===== src/sv/i2c_master_bit_engine_assert.svh =====
// Assertion macros for the I2C master bit engine.
// Needs signals clk and rst_n in the including module.
`ifndef I2C_MASTER_BIT_ENGINE_ASSERT_SVH
`define I2C_MASTER_BIT_ENGINE_ASSERT_SVH

// Same-cycle implication, held off during reset
`define I2CM_ASSERT_SAME(label, ante, cons) \
    label: assert property (@(posedge clk) disable iff (!rst_n) (ante) |-> (cons)) \
        else $error("i2cm assertion failed");

// Next-cycle implication, held off during reset
`define I2CM_ASSERT_NEXT(label, ante, cons) \
    label: assert property (@(posedge clk) disable iff (!rst_n) (ante) |=> (cons)) \
        else $error("i2cm assertion failed");

`endif


===== src/sv/i2cm_pkg.sv =====
// Shared types, constants and phase functions for the I2C master bit engine.
// No dependencies.
package i2cm_pkg;

    localparam int DELAY_WIDTH = 16;
    localparam int HALF_W      = 16;
    localparam int LIMIT_W     = 8;

    localparam logic [HALF_W-1:0]  HALF_RESET  = HALF_W'(5);
    localparam logic [LIMIT_W-1:0] LIMIT_RESET = LIMIT_W'(250);

    // Largest half period the delay counter can hold
    localparam logic [HALF_W-1:0]  DLY_MAX = HALF_W'((64'd1 << DELAY_WIDTH) - 64'd1);

    // Configuration register indexes
    typedef enum logic [0:0] {
        REG_HALF_PERIOD = 1'b0,
        REG_ACK_TIMEOUT = 1'b1
    } reg_idx_e;

    // Command codes
    typedef enum logic [2:0] {
        CMD_NONE      = 3'd0,
        CMD_START     = 3'd1,
        CMD_STOP      = 3'd2,
        CMD_WRITE     = 3'd3,
        CMD_WAIT_ACK  = 3'd4,
        CMD_SEND_ACK  = 3'd5,
        CMD_SEND_NACK = 3'd6,
        CMD_READ      = 3'd7
    } cmd_e;

    // Sequencer state
    typedef struct packed {
        cmd_e                   cmd;
        logic [3:0]             phase;
        logic [3:0]             bit_cnt;
        logic [7:0]             shift;
        logic [DELAY_WIDTH-1:0] dly;
        logic [LIMIT_W-1:0]     tmo;
        logic                   scl;
        logic                   sda;
        logic                   ack;
        logic                   rd_ack;
        logic [7:0]             rx;
    } seq_st_t;

    // One result transaction
    typedef struct packed {
        logic       scl;
        logic       sda;
        logic       busy;
        logic       done;
        logic [7:0] rx;
        logic       nack;
    } res_t;

    // Idle, both lines released
    localparam seq_st_t SEQ_RESET = '{cmd: CMD_NONE, phase: 4'd0, bit_cnt: 4'd0,
                                      shift: 8'd0, dly: '0, tmo: '0, scl: 1'b1,
                                      sda: 1'b1, ack: 1'b0, rd_ack: 1'b0, rx: 8'd0};

    localparam res_t RES_RESET = '{scl: 1'b1, sda: 1'b1, busy: 1'b0, done: 1'b0,
                                   rx: 8'd0, nack: 1'b0};

    // Return to idle
    function automatic seq_st_t finish_cmd(seq_st_t s);
        seq_st_t r;
        r         = s;
        r.cmd     = CMD_NONE;
        r.phase   = 4'd0;
        r.bit_cnt = 4'd0;
        r.dly     = '0;
        return r;
    endfunction

    // Move to a phase and drive its line levels
    function automatic seq_st_t enter_phase(seq_st_t s, logic [3:0] ph);
        seq_st_t r;
        r       = s;
        r.phase = ph;
        r.dly   = '0;
        unique case (s.cmd)
            CMD_START:
            begin
                if (ph == 4'd0) begin
                    r.sda = 1'b1;
                    r.scl = 1'b1;
                end else if (ph == 4'd1) begin
                    r.sda = 1'b0;
                end else begin
                    r.scl = 1'b0;
                    r     = finish_cmd(r);
                end
            end
            CMD_STOP:
            begin
                if (ph == 4'd0) begin
                    r.sda = 1'b0;
                    r.scl = 1'b1;
                end else if (ph == 4'd1) begin
                    r.sda = 1'b1;
                end else begin
                    r = finish_cmd(r);
                end
            end
            CMD_WRITE:
            begin
                if (ph == 4'd0) begin
                    r.scl   = 1'b0;
                    r.sda   = s.shift[7];
                    r.shift = {s.shift[6:0], 1'b0};
                end else if (ph == 4'd1) begin
                    r.scl = 1'b1;
                end else begin
                    r.scl = 1'b0;
                    r     = finish_cmd(r);
                end
            end
            CMD_WAIT_ACK:
            begin
                if (ph == 4'd0) begin
                    r.sda = 1'b1;
                    r.scl = 1'b1;
                end else if (ph == 4'd1) begin
                    r.tmo = '0;
                end else if (ph == 4'd2) begin
                    r.sda = 1'b0;
                    r.scl = 1'b1;
                end else if (ph == 4'd3) begin
                    r.sda = 1'b1;
                end else begin
                    r = finish_cmd(r);
                end
            end
            CMD_SEND_ACK, CMD_SEND_NACK:
            begin
                if (ph == 4'd0) begin
                    r.sda = (s.cmd == CMD_SEND_NACK);
                end else if (ph == 4'd1) begin
                    r.scl = 1'b1;
                end else begin
                    r.scl = 1'b0;
                    r     = finish_cmd(r);
                end
            end
            CMD_READ:
            begin
                if (ph == 4'd0) begin
                    r.sda = 1'b1;
                    r.scl = 1'b0;
                end else if (ph == 4'd1) begin
                    r.scl = 1'b1;
                end else if (ph == 4'd2) begin
                    r.scl = 1'b0;
                    r.sda = !s.rd_ack;
                end else if (ph == 4'd3) begin
                    r.scl = 1'b1;
                end else begin
                    r.scl = 1'b0;
                    r.rx  = s.shift;
                    r     = finish_cmd(r);
                end
            end
            default:
            begin
                r = finish_cmd(r);
            end
        endcase
        return r;
    endfunction

endpackage


===== src/sv/i2cm_core.sv =====
// Line sequencer state and its one-step update for the I2C master bit engine.
// Depends on i2cm_pkg.
module i2cm_core (
    input  logic                        clk,
    input  logic                        rst_n,
    input  logic                        step,
    input  logic [2:0]                  func,
    input  logic [7:0]                  write_byte,
    input  logic                        ack_after_read,
    input  logic                        tick,
    input  logic                        sda_in,
    input  logic [i2cm_pkg::HALF_W-1:0]  half_period,
    input  logic [i2cm_pkg::LIMIT_W-1:0] ack_limit,
    output i2cm_pkg::res_t               res
);
    import i2cm_pkg::*;

    seq_st_t st_reg;
    seq_st_t st_next;

    logic [DELAY_WIDTH-1:0] dly_lim;
    logic [DELAY_WIDTH-1:0] dly_inc;
    logic [LIMIT_W:0]       tmo_inc;

    // Half-period limit, zero acts as one tick, oversize clamps to the counter range
    assign dly_lim = (half_period == '0)     ? DELAY_WIDTH'(1) :
                     (half_period > DLY_MAX) ? DELAY_WIDTH'(DLY_MAX) :
                                               DELAY_WIDTH'(half_period);
    assign dly_inc = st_reg.dly + DELAY_WIDTH'(1);
    assign tmo_inc = {1'b0, st_reg.tmo} + (LIMIT_W+1)'(1);

    // Next state for one transaction
    always_comb
    begin
        st_next = st_reg;
        if (st_reg.cmd == CMD_NONE) begin
            if (func != CMD_NONE) begin
                st_next.cmd     = cmd_e'(func);
                st_next.bit_cnt = 4'd0;
                st_next.tmo     = '0;
                st_next.shift   = (cmd_e'(func) == CMD_WRITE) ? write_byte : 8'd0;
                st_next.rd_ack  = ack_after_read;
                st_next         = enter_phase(st_next, 4'd0);
            end
        end else if (st_reg.cmd == CMD_WAIT_ACK && st_reg.phase == 4'd1) begin
            // Poll SDA for the acknowledge
            if (!sda_in) begin
                st_next.ack = 1'b0;
                st_next.scl = 1'b0;
                st_next     = finish_cmd(st_next);
            end else if (tick) begin
                if (tmo_inc > {1'b0, ack_limit}) begin
                    st_next.ack = 1'b1;
                    st_next.tmo = '0;
                    st_next     = enter_phase(st_next, 4'd2);
                end else begin
                    st_next.tmo = tmo_inc[LIMIT_W-1:0];
                end
            end
        end else if (tick) begin
            // Half-period delay count
            if (dly_inc >= dly_lim) begin
                st_next.dly = '0;
                if ((st_reg.cmd == CMD_WRITE || st_reg.cmd == CMD_READ)
                    && st_reg.phase == 4'd1) begin
                    if (st_reg.cmd == CMD_READ) begin
                        st_next.shift = {st_reg.shift[6:0], sda_in};
                    end
                    st_next.bit_cnt = st_reg.bit_cnt + 4'd1;
                    st_next = enter_phase(st_next,
                                          (st_next.bit_cnt < 4'd8) ? 4'd0 : 4'd2);
                end else begin
                    st_next = enter_phase(st_next, st_reg.phase + 4'd1);
                end
            end else begin
                st_next.dly = dly_inc;
            end
        end
    end

    // State register, advanced once per transaction
    always_ff @(posedge clk or negedge rst_n)
    begin
        if (!rst_n) begin
            st_reg <= SEQ_RESET;
        end else if (step) begin
            st_reg <= st_next;
        end
    end

    // Result of this step
    assign res.scl  = st_next.scl;
    assign res.sda  = st_next.sda;
    assign res.busy = (st_next.cmd != CMD_NONE);
    assign res.done = (st_reg.cmd != CMD_NONE) && (st_next.cmd == CMD_NONE);
    assign res.rx   = st_next.rx;
    assign res.nack = st_next.ack;

endmodule


===== src/sv/i2c_master_bit_engine.sv =====
// Top level of the I2C master bit engine: handshakes, config registers, result register.
// Depends on i2cm_pkg, i2cm_core and i2c_master_bit_engine_assert.svh.
//
//  channel  handshake              payload
//  in       in_valid / in_ready    func, write_byte, ack_after_read, tick, sda_in
//  out      out_valid / out_ready  scl_out, sda_out, busy_res, done_res, read_byte,
//                                  nack_status
//  cfg      cfg_valid / cfg_ready  cfg_index, cfg_data
//
// One input per clock while in_ready is high; its result is registered, seen next cycle.
// The sequencer advances at most one phase per transaction, in a single registered step.
// in_ready drops only while a result is held and out_ready is low.
// Reset: idle, SCL and SDA released, half period 5 ticks, ACK timeout 250 ticks.
// cfg_ready is always high.
module i2c_master_bit_engine (
    input  logic                         clk,
    input  logic                         rst_n,
    input  logic                         in_valid,
    output logic                         in_ready,
    input  logic [2:0]                   func,
    input  logic [7:0]                   write_byte,
    input  logic                         ack_after_read,
    input  logic                         tick,
    input  logic                         sda_in,
    output logic                         out_valid,
    input  logic                         out_ready,
    output logic                         scl_out,
    output logic                         sda_out,
    output logic                         busy_res,
    output logic                         done_res,
    output logic [7:0]                   read_byte,
    output logic                         nack_status,
    input  logic                         cfg_valid,
    output logic                         cfg_ready,
    input  logic [0:0]                   cfg_index,
    input  logic [i2cm_pkg::HALF_W-1:0]  cfg_data
);
    import i2cm_pkg::*;

    logic [HALF_W-1:0]  half_reg;
    logic [LIMIT_W-1:0] limit_reg;
    logic               out_valid_reg;
    logic               out_valid_next;
    res_t               res_reg;
    res_t               res_next;
    logic               in_acc;

    assign cfg_ready = 1'b1;
    assign in_ready  = !out_valid_reg || out_ready;
    assign in_acc    = in_valid && in_ready;

    // Configuration registers
    always_ff @(posedge clk or negedge rst_n)
    begin
        if (!rst_n) begin
            half_reg  <= HALF_RESET;
            limit_reg <= LIMIT_RESET;
        end else if (cfg_valid) begin
            unique case (reg_idx_e'(cfg_index))
                REG_HALF_PERIOD: half_reg  <= cfg_data;
                REG_ACK_TIMEOUT: limit_reg <= cfg_data[LIMIT_W-1:0];
                default:         half_reg  <= half_reg;
            endcase
        end
    end

    i2cm_core u_core (
        .clk            (clk),
        .rst_n          (rst_n),
        .step           (in_acc),
        .func           (func),
        .write_byte     (write_byte),
        .ack_after_read (ack_after_read),
        .tick           (tick),
        .sda_in         (sda_in),
        .half_period    (half_reg),
        .ack_limit      (limit_reg),
        .res            (res_next)
    );

    // Output valid: set on each input transaction, cleared when taken
    always_comb
    begin
        out_valid_next = out_valid_reg;
        if (in_acc) begin
            out_valid_next = 1'b1;
        end else if (out_ready) begin
            out_valid_next = 1'b0;
        end
    end

    // Result register
    always_ff @(posedge clk or negedge rst_n)
    begin
        if (!rst_n) begin
            out_valid_reg <= 1'b0;
            res_reg       <= RES_RESET;
        end else begin
            out_valid_reg <= out_valid_next;
            if (in_acc) begin
                res_reg <= res_next;
            end
        end
    end

    assign out_valid   = out_valid_reg;
    assign scl_out     = res_reg.scl;
    assign sda_out     = res_reg.sda;
    assign busy_res    = res_reg.busy;
    assign done_res    = res_reg.done;
    assign read_byte   = res_reg.rx;
    assign nack_status = res_reg.nack;

    `include "i2c_master_bit_engine_assert.svh"

    // A finished command leaves the engine idle
    `I2CM_ASSERT_SAME(a_done_not_busy, out_valid_reg && res_reg.done, !res_reg.busy)
    // Every input transaction yields a result
    `I2CM_ASSERT_NEXT(a_acc_out_valid, in_acc, out_valid_reg)
    // A command accepted while idle is still running on the next result
    `I2CM_ASSERT_NEXT(a_start_busy, in_acc && !res_reg.busy && func != CMD_NONE, res_reg.busy)
    // Results change only on an input transaction
    `I2CM_ASSERT_NEXT(a_res_hold, !in_acc, $stable(res_reg))

endmodule


===== config.mk =====
export PLATFORM = sky130hd
export DESIGN_NAME = i2c_master_bit_engine
export DESIGN_NICKNAME = d
export VERILOG_FILES = /design/src/sv/i2cm_pkg.sv /design/src/sv/i2cm_core.sv /design/src/sv/i2c_master_bit_engine.sv
export VERILOG_INCLUDE_DIRS = /design/src /design/src/sv
export SDC_FILE = /design/constraint.sdc
export NUM_CORES = 1
export LEC_CHECK = 0
export ABC_AREA = 1
export BUFFER_PORTS_ARGS = -buffer_cell sky130_fd_sc_hd__buf_2
export CAP_MARGIN = 0
export CORE_MARGIN = 5
export CORE_UTILIZATION = 50
export CTS_BUF_LIST = sky130_fd_sc_hd__clkbuf_16
export DETAILED_ROUTE_END_ITERATION = 8
export GPL_TIMING_DRIVEN = 0
export PLACE_DENSITY = 0.77
export REMOVE_ABC_BUFFERS = 1
export SLEW_MARGIN = 10
export SYNTH_ARGS = -nofsm -noshare
export SYNTH_HDL_FRONTEND = slang
export SYNTH_SLANG_ARGS = --single-unit

===== constraint.sdc =====
create_clock -name clk -period 4.5 [get_ports clk]
set_clock_uncertainty 0.05 [all_clocks]
set_input_delay 0.9 -clock clk [delete_from_list [all_inputs] [get_ports clk]]
set_output_delay 0.9 -clock clk [all_outputs]
set_load 0.02 [all_outputs]

==> results.toml <==
[synth]
synth_most_common_cell = "nand2_1"
yosysTopAreaCell = "dfrtp_1"
yosys_warnings = 0
synth_top_cell_area_share_pct = 29.39
synth_seq_cells = 82
syn_area_per_cell_um2 = 7.103
synth_common_cells = "nand2_1, inv_1, dfrtp_1"
synthFlopType = "dfrtp_1"
synth_cells = 863
ys_top_cells_by_area = "dfrtp_1, nand2_1, inv_1"
ys_seq_area_share_pct = 33.68
synth-edff-count = 0
netlist_area_um2 = 6130
synth_cell_types = 49
ys_async_sr_fraction_pct = 100.0

[run]
drv_cap = 0

[critical_path]
crit_fanout = 11
cp.arrival_ns = 4.23
critPathCapture = "u_core.st_reg[36]"
worstReg2RegStart = "u_core.st_reg[20]"
cp-startpoint = "u_core.st_reg[20]"
critical_path_class = "register to register"
r2r_slack_ns = 0.45
r2r_cells = 22
end_kind = "register"
r2r_end = "u_core.st_reg[36]"
cp-start-kind = "register"
worstPathRequired_ns = 4.68

[placement]
gp_congestion = 0.9370
placed_area_um2 = 6416
dp_slack_ns = 0.2453
port_buffers = 50
hpwl_um = 11440

[detailed_routing]
drtPass1Iterations = 5
viasPerCell = 5.425
drc = 0
totalWireLength_um = 15060
postRouteAntennaNets = 0
vias = 5696
wl_per_cell_um = 14.34
drtIter0Drc = 552

[clock_network]
clk_pin_slew_ns = 0.06
cts-root-buf = "clkbuf_16"
cts_tree = "yes"
cts_sinks = 82
clock_latency_ns = 0.35
cts_buffer_depth = 2
cts_made_buffers = 9
htreeDepth = 3

[layout]
fin_area_um2 = 6705
final_nets = 965
area_delta_synth_final_pct = 9.390
largest_register_ffs = 55
final_layout_size_suffix_gt1_share_pct = 14.62
fillers = 1190
diodes = 0

[die]
die_h_um = 120.7
fp-row-count = 40
dieArea_um2 = 14570
initial_utilization_pct = 51.03
core_area_um2 = 12010
die_x_um = 120.7
num_io_pins = 52

[timing]
fin_tns_setup_ns = 0
finalSetupViolCount = 0
holdWs_ns = 0.4291
max_slew.worst_pin.slew_ns = 0.8887
max_slew_margin_pct = 40.61
final.period_utilization_pct = 90.00
fin_ws_ns = 0.4501
fmax_mhz = 246.9
fin_crit_ns = 4.050
hold_violations = 0
slew_viol_final = 0
rsz0062_at_grt = "false"

[grt]
grtUsageTotal_pct = 21.36
antenna_found_initial = 0
use_met1_pct = 31.61
use_met2_pct = 32.03
grt_max_degree = 48
busiest_layer = "met2"
grt_pass1_vias = 5166
grt_pass1_wl_um = 25100
grt_use_met3_pct = 3.461
overflow = 0

[status]
status = "finished clean"

[power_and_ir_drop]
powerDensity_nw_per_um2 = 500.3
ir_drop_v = 0.0003219
p_leak_uw = 0.003410

[hold_path]
hold_path_class = "register to register"
-- cell families after synthesis --
| kind of cell | synth area share (%) |
|---|---|
| simple gates | 28.84 |
| other cells | 0.06118 |
| buf+inv | 12.06 |
| flops | 33.68 |
| fa+ha+maj | 6.328 |
| compound gates | 16.31 |
| xor+xnor | 2.715 |
-- final cells by class --
class | instances | area (um2) | share of cell area [%]
clock buffers | 9 | 225.2 | 3.359
clock inverters | 7 | 58.81 | 0.8770
inverters | 149 | 561.8 | 8.378
multi-input cells | 605 | 3331 | 49.67
flip-flops and latches | 82 | 2064 | 30.79
well taps | 147 | 183.9 | 2.743
repair buffers | 51 | 280.3 | 4.180
-- worst max-delay path, stage by stage (launching register included) --
cell      delay, ns
dfrtp_1        0.42
ha_1           0.20
nand2_1        0.09
nor3_1         0.31
nand3_1        0.21
nor2_1         0.17
nand4_1        0.16
nand3b_1       0.22
and2_1         0.15
ha_1           0.27
nand2_1        0.04
inv_1          0.06
nand3_1        0.08
nor2_1         0.18
nand3_1        0.09
nand3_1        0.20
nand2_2        0.13
inv_2          0.22
nand2_1        0.11
nand3_2        0.27
inv_1          0.16
nand2_1        0.08
o21ai_0        0.07
-- placed cells by master (no fill, tap or decap), types with 4 or more instances in the layout --
cell type / netlist / final
nand3_1: 52 / 51
xor2_1: 18 / 18
dfstp_2: 10 / 10
nor4_1: 4 / 4
nand2_1: 198 / 198
o31ai_1: 7 / 7
ha_1: 31 / 31
o22ai_1: 11 / 11
nor2_4: 7 / 7
o21ai_2: 11 / 11
nand3_2: 4 / 5
nor2_2: 5 / 5
dfrtp_1: 72 / 72
nand3b_1: 4 / 4
o21ai_0: 71 / 71
nand4_1: 16 / 16
nor3_1: 8 / 8
buf_2: 4 / 49
nand2_2: 8 / 8
a21oi_1: 33 / 33
o211ai_1: 4 / 4
inv_1: 138 / 138
inv_2: 9 / 9
o21ai_1: 17 / 17
a22oi_1: 9 / 9
nor2_1: 66 / 66
clkbuf_16: 0 / 9
inv_6: 0 / 4
-- how the worst min path moves through the flow --
| stage | start | endpoint | slack (ns) | depth (start not counted) |
|---|---|---|---|---|
| finish | u_core.st_reg[2] | u_core.st_reg[2] | 0.43 | 2 |
| global route | limit_reg[4] | limit_reg[4] | 0.46 | 2 |
| CTS | u_core.st_reg[2] | u_core.st_reg[2] | 0.44 | 2 |
| detailed placement | busy_res | busy_res | 0.41 | 2 |
| global placement | u_core.st_reg[2] | u_core.st_reg[2] | 0.41 | 2 |
| floorplan | limit_reg[2] | limit_reg[2] | 0.40 | 2 |
-- layer usage --
metal	vias to the layer above	wire length, um
met2	159	6672
met3	18	867
met1	2646	7263
met4	0	255
met5	-	0
li1	2873	-
-- power by group --
group	switching (uW)	leakage, uW	internal [uW]
sequential	167	0.00104	915
combinational	1040	0.00223	507
clock	340	0.000139	385
-- timing repair --
action	CTS	global route
setup buffers	0	0
gates resized for setup	0	1
hold buffers	0	0
setup endpoints to repair	0	5
-- metrics by stage --
| step | power (uW) | utilization (%) | std cells |
|---|---|---|---|
| after floorplan | 2195 | - | 836 |
| after global placement | 2567 | 53.17 | 1033 |
| after detailed placement | 2600 | 53.42 | 1034 |
| after CTS | 3343 | 55.78 | 1050 |
| after global routing | 3624 | 55.82 | 1050 |
| final | 3355 | 55.82 | 1050 |
No activity file was read; power rests on OpenSTA's default activity.
